--- config.mk ---
export PLATFORM = sky130hd
export DESIGN_NAME = fixed_format_sensor_line_parser_flat
export DESIGN_NICKNAME = d
export VERILOG_FILES = /design/src/design/ffslp_pkg.sv /design/src/design/ffslp_if.sv /design/src/design/fixed_format_sensor_line_parser.sv /design/src/flat_wrapper.sv
export SDC_FILE = /design/constraint.sdc
export NUM_CORES = 1
export LEC_CHECK = 0
export BUFFER_PORTS_ARGS = -buffer_cell sky130_fd_sc_hd__buf_2
export CORE_MARGIN = 1
export CORE_UTILIZATION = 40
export DETAILED_ROUTE_END_ITERATION = 7
export PLACE_DENSITY = 0.65
export SLEW_MARGIN = 15
export SYNTH_ARGS = -nofsm -noshare
export SYNTH_HDL_FRONTEND = slang
export SYNTH_SLANG_ARGS = --single-unit
--- constraint.sdc ---
create_clock -name clk -period 16.2 [get_ports clk]
set_clock_uncertainty 0.2 [all_clocks]
set_input_delay 0 -clock clk [delete_from_list [all_inputs] [get_ports clk]]
set_output_delay 0 -clock clk [all_outputs]
set_load 0.005 [all_outputs]
--- src/design/ffslp_pkg.sv ---
// Package for the fixed-format sensor line parser.
// Holds line layout constants, payload types and the byte position decoder.
// No dependencies.
package ffslp_pkg;

	localparam int unsigned NumFields = 17;
	localparam int unsigned NumSigned = 16;
	localparam int unsigned AccWidth  = 24;

	localparam logic [7:0] LineLen    = 8'd129;
	localparam logic [7:0] BumpPos    = 8'd4;
	localparam logic [7:0] PosMax     = 8'd255;
	localparam logic [7:0] AsciiZero  = 8'd48;
	localparam logic [7:0] AsciiMinus = 8'd45;

	localparam logic [7:0] SignPos [NumSigned] = '{
		8'd9, 8'd16, 8'd23, 8'd32, 8'd39, 8'd46, 8'd53, 8'd62,
		8'd69, 8'd76, 8'd85, 8'd92, 8'd99, 8'd108, 8'd115, 8'd122
	};

	typedef logic [7:0]         line_byte_t;
	typedef logic [4:0]         field_index_t;
	typedef logic signed [22:0] field_value_t;
	typedef logic signed [AccWidth-1:0] acc_t;

	typedef enum logic [2:0] {
		PK_NONE,
		PK_BUMP_HI,
		PK_BUMP_LO,
		PK_SIGN,
		PK_DIGIT,
		PK_DIGIT_LAST
	} pos_kind_t;

	typedef struct packed {
		pos_kind_t    kind;
		field_index_t slot;
	} pos_decode_t;

	// What the byte at position p means in the fixed layout
	function automatic pos_decode_t decode_pos(input logic [7:0] p);
		pos_decode_t r;
		logic [8:0]  s;
		logic [8:0]  pe;
		r.kind = PK_NONE;
		r.slot = '0;
		pe = {1'b0, p};
		if (p == BumpPos) begin
			r.kind = PK_BUMP_HI;
		end else if (p == BumpPos + 8'd1) begin
			r.kind = PK_BUMP_LO;
		end else begin
			for (int i = 0; i < NumSigned; i++) begin
				s = {1'b0, SignPos[i]};
				if (pe == s) begin
					r.kind = PK_SIGN;
					r.slot = field_index_t'(i + 1);
				end else if (pe > s && pe <= s + 9'd5) begin
					r.kind = (pe == s + 9'd5) ? PK_DIGIT_LAST : PK_DIGIT;
					r.slot = field_index_t'(i + 1);
				end
			end
		end
		return r;
	endfunction

endpackage

--- src/design/ffslp_if.sv ---
// Handshake channels of the sensor line parser: byte input and result output.
// Depends on ffslp_pkg for payload types.
interface ffslp_in_if import ffslp_pkg::*; ();
	logic       valid;
	logic       ready;
	line_byte_t line_byte;
	logic       end_of_line;

	modport source(output valid, line_byte, end_of_line, input ready);
	modport sink(input valid, line_byte, end_of_line, output ready);
endinterface

interface ffslp_out_if import ffslp_pkg::*; ();
	logic         valid;
	logic         ready;
	field_index_t field_index;
	field_value_t field_value;
	logic         status;
	logic         last_result;

	modport source(output valid, field_index, field_value, status, last_result, input ready);
	modport sink(input valid, field_index, field_value, status, last_result, output ready);
endinterface

--- src/design/fixed_format_sensor_line_parser.sv ---
// Top level of the fixed-format sensor line parser.
// Depends on ffslp_pkg and the channel interfaces in ffslp_if.sv.
//
// Usage:
// - line: one text byte per word, end_of_line set on the final byte.
//   Bytes are decoded on acceptance: a position compare and a x10
//   accumulate update the running field and the field registers.
// - result: on the final byte of a 129-byte line, 17 words follow with
//   field_index 0 to 16, status 0, last_result on index 16. Any other
//   length gives a single word with status 1 and value 0.
// - Throughput: one byte per cycle. The first result is valid the cycle
//   after the final byte; the words then leave one per cycle.
// - The results are held in a snapshot register bank, so bytes of the
//   next line keep flowing while they drain. Only a final byte that
//   arrives while results are still pending is held off; it enters in
//   the cycle the last pending word leaves.
// - A stalled receiver holds the current word; nothing is dropped.
// - Reset clears the position, accumulator, sign flag and emitter;
//   the field registers are not reset.
module fixed_format_sensor_line_parser
	import ffslp_pkg::*;
(
	input  logic        clk,
	input  logic        arst_n,
	ffslp_in_if.sink    line,
	ffslp_out_if.source result
);

	logic [7:0]   pos_q;
	acc_t         acc_q;
	logic         neg_q;
	acc_t         store_q [NumFields];

	acc_t         shadow_q [NumFields];
	field_index_t idx_q;
	logic         busy_q;
	logic         err_q;

	pos_decode_t  dec;
	acc_t         digit;
	acc_t         acc_new;
	logic         in_fire;
	logic         out_fire;
	logic         out_last;

	assign line.ready = !busy_q || !line.end_of_line || (out_fire && out_last);
	assign in_fire    = line.valid && line.ready;

	assign dec     = decode_pos(pos_q);
	assign digit   = $signed({16'd0, line.line_byte}) - $signed({16'd0, AsciiZero});
	assign acc_new = (acc_q <<< 3) + (acc_q <<< 1) + digit;

	always_ff @(posedge clk or negedge arst_n) begin
		if (!arst_n) begin
			pos_q <= '0;
			acc_q <= '0;
			neg_q <= 1'b0;
		end else if (in_fire) begin
			if (line.end_of_line) begin
				pos_q <= '0;
				acc_q <= '0;
				neg_q <= 1'b0;
			end else begin
				pos_q <= (pos_q == PosMax) ? PosMax : pos_q + 8'd1;
				unique case (dec.kind)
					PK_BUMP_HI: acc_q <= digit;
					PK_SIGN: begin
						acc_q <= '0;
						neg_q <= (line.line_byte == AsciiMinus);
					end
					PK_DIGIT, PK_DIGIT_LAST: acc_q <= acc_new;
					PK_NONE, PK_BUMP_LO: ;
					default: ;
				endcase
			end
		end
	end

	// field registers, each written at most once per line
	always_ff @(posedge clk) begin
		if (in_fire && dec.kind == PK_BUMP_LO) begin
			store_q[0] <= acc_new;
		end
		if (in_fire && dec.kind == PK_DIGIT_LAST) begin
			store_q[dec.slot] <= neg_q ? -acc_new : acc_new;
		end
	end

	assign out_fire = result.valid && result.ready;
	assign out_last = err_q || (idx_q == field_index_t'(NumFields - 1));

	always_ff @(posedge clk or negedge arst_n) begin
		if (!arst_n) begin
			busy_q <= 1'b0;
			err_q  <= 1'b0;
			idx_q  <= '0;
		end else if (in_fire && line.end_of_line) begin
			busy_q <= 1'b1;
			err_q  <= (pos_q != LineLen - 8'd1);
			idx_q  <= '0;
		end else if (out_fire) begin
			if (out_last) begin
				busy_q <= 1'b0;
			end else begin
				idx_q <= idx_q + 5'd1;
			end
		end
	end

	always_ff @(posedge clk) begin
		if (in_fire && line.end_of_line) begin
			shadow_q <= store_q;
		end
	end

	assign result.valid       = busy_q;
	assign result.field_index = err_q ? '0 : idx_q;
	assign result.field_value = err_q ? '0 : field_value_t'(shadow_q[idx_q][22:0]);
	assign result.status      = err_q;
	assign result.last_result = out_last;

endmodule

--- src/flat_wrapper.sv ---
// flat-port wrapper written by rule: the top's interface ports become plain ports
module fixed_format_sensor_line_parser_flat import ffslp_pkg::*;
  (clk, arst_n, line_valid, line_line_byte, line_end_of_line, line_ready, result_valid, result_field_index, result_field_value, result_status, result_last_result, result_ready);
  ffslp_in_if line_i ();
  ffslp_out_if result_i ();
  input  logic clk;
  input  logic arst_n;
  input wire logic [$bits(line_i.valid)-1:0] line_valid;
  input wire logic [$bits(line_i.line_byte)-1:0] line_line_byte;
  input wire logic [$bits(line_i.end_of_line)-1:0] line_end_of_line;
  output wire logic [$bits(line_i.ready)-1:0] line_ready;
  output wire logic [$bits(result_i.valid)-1:0] result_valid;
  output wire logic [$bits(result_i.field_index)-1:0] result_field_index;
  output wire logic [$bits(result_i.field_value)-1:0] result_field_value;
  output wire logic [$bits(result_i.status)-1:0] result_status;
  output wire logic [$bits(result_i.last_result)-1:0] result_last_result;
  input wire logic [$bits(result_i.ready)-1:0] result_ready;
  assign line_i.valid = line_valid;
  assign line_i.line_byte = line_line_byte;
  assign line_i.end_of_line = line_end_of_line;
  assign line_ready = line_i.ready;
  assign result_valid = result_i.valid;
  assign result_field_index = result_i.field_index;
  assign result_field_value = result_i.field_value;
  assign result_status = result_i.status;
  assign result_last_result = result_i.last_result;
  assign result_i.ready = result_ready;
  fixed_format_sensor_line_parser u_core (.clk(clk), .arst_n(arst_n), .line(line_i), .result(result_i));
endmodule
==> results.ini <==
[pwr]
leakagePower_nw=12.2
peakVddDrop_v=0.0000759
powerDensity_mw_per_mm2=142

[clock_tree]
post_cts_buffers=0
root_buffer=clkbuf_16
numCtsBuffers=84
post_cts_resized=0
cts.sink_count=820
htreeDepth=3
clkTransAtPathRegs_ns=0.06
clkLatencyLatePin_ns=0.64
cts.path.max_buffers=3
cts_hold_buf=18
cts_tree=yes

[die]
initial_utilization=0.405
die-area_sq_mm=0.0812
rows=103
die_w_microns=285
die_y_microns=285
core-area_sq_mm=0.0791
io_pins=45

[sta]
report.final.slew_viol_count=0
tns_ns=0
relSlewSlack=0.205
fin_ws_ns=10.77
rsz0062_at_grt=no
post-route-min-period_ns=5.43
setup_violations=0
fmax_mhz=184
hold_viol_final=0
tightest_slew_ns=1.18
period_share=0.335

[synthesis]
syn_nets=1774
synth_commonest_cells=edfxtp_1, mux4_2, nor2_1
netlist_top_cells_area=edfxtp_1, mux4_2, dfrtp_1
yosysSeqAreaShare=0.756
ys_ff_latch=820
synth_edf_count=759
syn_area_sq_mm=0.0320
avgSynthCellArea_sq_um=18.7
syn_inst=1710
synth_largest_area_cell=edfxtp_1
synthArstFlopShare=0.0463
synth_cell_types=82
synth_top_area_frac=0.712
synth.most_common_cell=edfxtp_1
ys.warnings.count=0
synthFlopType=edfxtp_1

[worst_setup_path]
cpPeakStageDelay_ns=0.68
rr_worst_depth=13
crit_chain=dlygate4sd3_1, buf_2, ha_1, nor3_2, buf_4, fa_1, ha_1, nand2_1, nor4_1, nand2_1, and3_1, or4_1, or2_2, or3_1, o41ai_1, xnor2_2
crit_path_end_kind=flop
path_delay_family=simple AND/OR/NAND/NOR gates
worstPathMaxFanout=16
cpMaxStageDelayCell=o41ai_1
crit_path_start_kind=input port
worst-setup-path-type=input port to flop
crit_required_ns=16.29
reg2reg_from=u_core.acc_q[1]
r2r_slack_ns=10.87
cp.arrival_ns=5.51
cp_num_buf_inv=3

[min_path]
hp-start=line_line_byte[2]
worstHoldPathCells=5
hold_path_end=u_core.acc_q[2]
holdCritPathClass=input port to flop

[placement]
pre_cts_slack_ns=10.58
hpwl_microns=39800
place.gp.congestion=0.874
placedCellCount=2768
portBuffers=44

[cells_and_area]
final_layout_size_suffix_gt1_frac=0.217
diodes=0
final_cells=2935
synthToLayoutAreaGrowth_pct=14.4
nNetsFinal=1886

[status]
status=finished, final reports clean

[drt]
first_pass_iters=6
drc_errors=0
drt-wirelength-per-cell_microns=23.5
drt-initial-drc-count=1697
wl_microns=69100
vias=16100
antenna_left=0
vias_per_cell=5.48

[flow_run]
cap_violations=0

[global_route]
track_usage=0.171
gr-total-overflow=0
grt_pass1_vias=16200
grt_pass1_wl_microns=103000
antenna_found_initial=3
grt_max_degree=89

==> worst max path at each step <==
stage / from / endpoint / slack, ns / depth (start not counted)
CTS: line_line_byte[4] / flop / 10.67 / 16
floorplan: u_core.idx_q[0] / u_core.result.status / 1.99 / 11
global route: u_core.acc_q[1] / flop / 10.49 / 13
detailed placement: line_line_byte[4] / flop / 10.58 / 15
finish: line_line_byte[4] / flop / 10.77 / 16
global placement: line_line_byte[4] / flop / 10.73 / 15
==> layer usage <==
metal  wire (microns)  GRT usage  part of all wire
met1            29400      0.237              0.43
met2            33200      0.274              0.48
met3             4630     0.0312             0.067
met4             1820     0.0549             0.026
met5               42          0           0.00061
==> worst min-delay path, cell delays in order <==
cell and delay (ns):
dlygate4sd3_1 0.52, buf_2 0.14, inv_1 0.05, o22ai_1 0.09, mux2_2 0.16
==> cell families after synthesis <==
kind of cell	count (synthesis)	share of synthesized area
and+or+nand+nor	281	0.0461
xor gates and xnor gates	43	0.0118
buffers and inverters	130	0.0160
DFF	820	0.756
AOI/OAI and AO/OA	221	0.0479
adders and majority gates	51	0.0246
muxes	164	0.0979
==> layout by cell type (no fill, tap or decap), types with 7 or more instances in the layout <==
cell,synthesis,layout
buf_4,0,46
nand3b_1,7,7
mux4_2,115,115
nor2_1,77,77
nor2b_1,11,11
nor3_1,24,15
nor3_2,0,9
mux2_2,34,34
clkbuf_16,0,86
a31oi_1,8,8
inv_1,47,47
buf_2,13,44
dlygate4sd3_1,0,18
ha_1,31,31
and3_1,11,10
o21ai_0,53,53
and2_1,7,7
nand2b_1,9,9
edfxtp_1,759,759
or3_1,8,8
fa_1,20,20
nand3_1,21,21
o22ai_1,8,8
nand2_1,55,55
clkbuf_1,55,16
a22oi_1,26,26
a21oi_1,33,33
clkinv_1,1,15
a21o_1,7,7
xor2_1,11,9
xnor2_2,0,9
xnor2_1,32,23
clkinv_2,0,13
dfrtp_1,38,34
mux2_1,9,9
dfxtp_1,23,23
o31ai_1,9,9
==> layout make-up <==
cell class                 instances  area, sq um
tap                             1050         1310
sequential                       820        24200
clock inverter                    45          430
inverter                          48          180
multi-input combinational        760         7520
timing repair buffer             108          746
fill                            6625        42500
clock buffer                     104         2240
==> through the flow <==
| stage | hold slack [ns] | instance area [sq um] | total power, mW | utilization |
|---|---|---|---|---|
| 3_5_place_dp | -0.0920 | 33700 | 3.39 | 0.426 |
| 3_3_place_gp | -0.0954 | 33700 | 3.36 | 0.426 |
| 6_report | 0.139 | 36600 | 5.22 | 0.463 |
| 2_1_floorplan | -0.496 | 32000 | 3.12 | - |
| 4_1_cts | 0.108 | 36600 | 5.24 | 0.462 |
| 5_1_grt | 0.165 | 36600 | 5.41 | 0.463 |
==> where the power goes <==
part	internal, mW	total [mW]	switching, mW
logic	0.228	0.726	0.498
registers	2.59	2.64	0.0529
clock network	1.07	1.85	0.780
total	3.89	5.22	1.33
No activity file was read; power rests on OpenSTA's default activity.
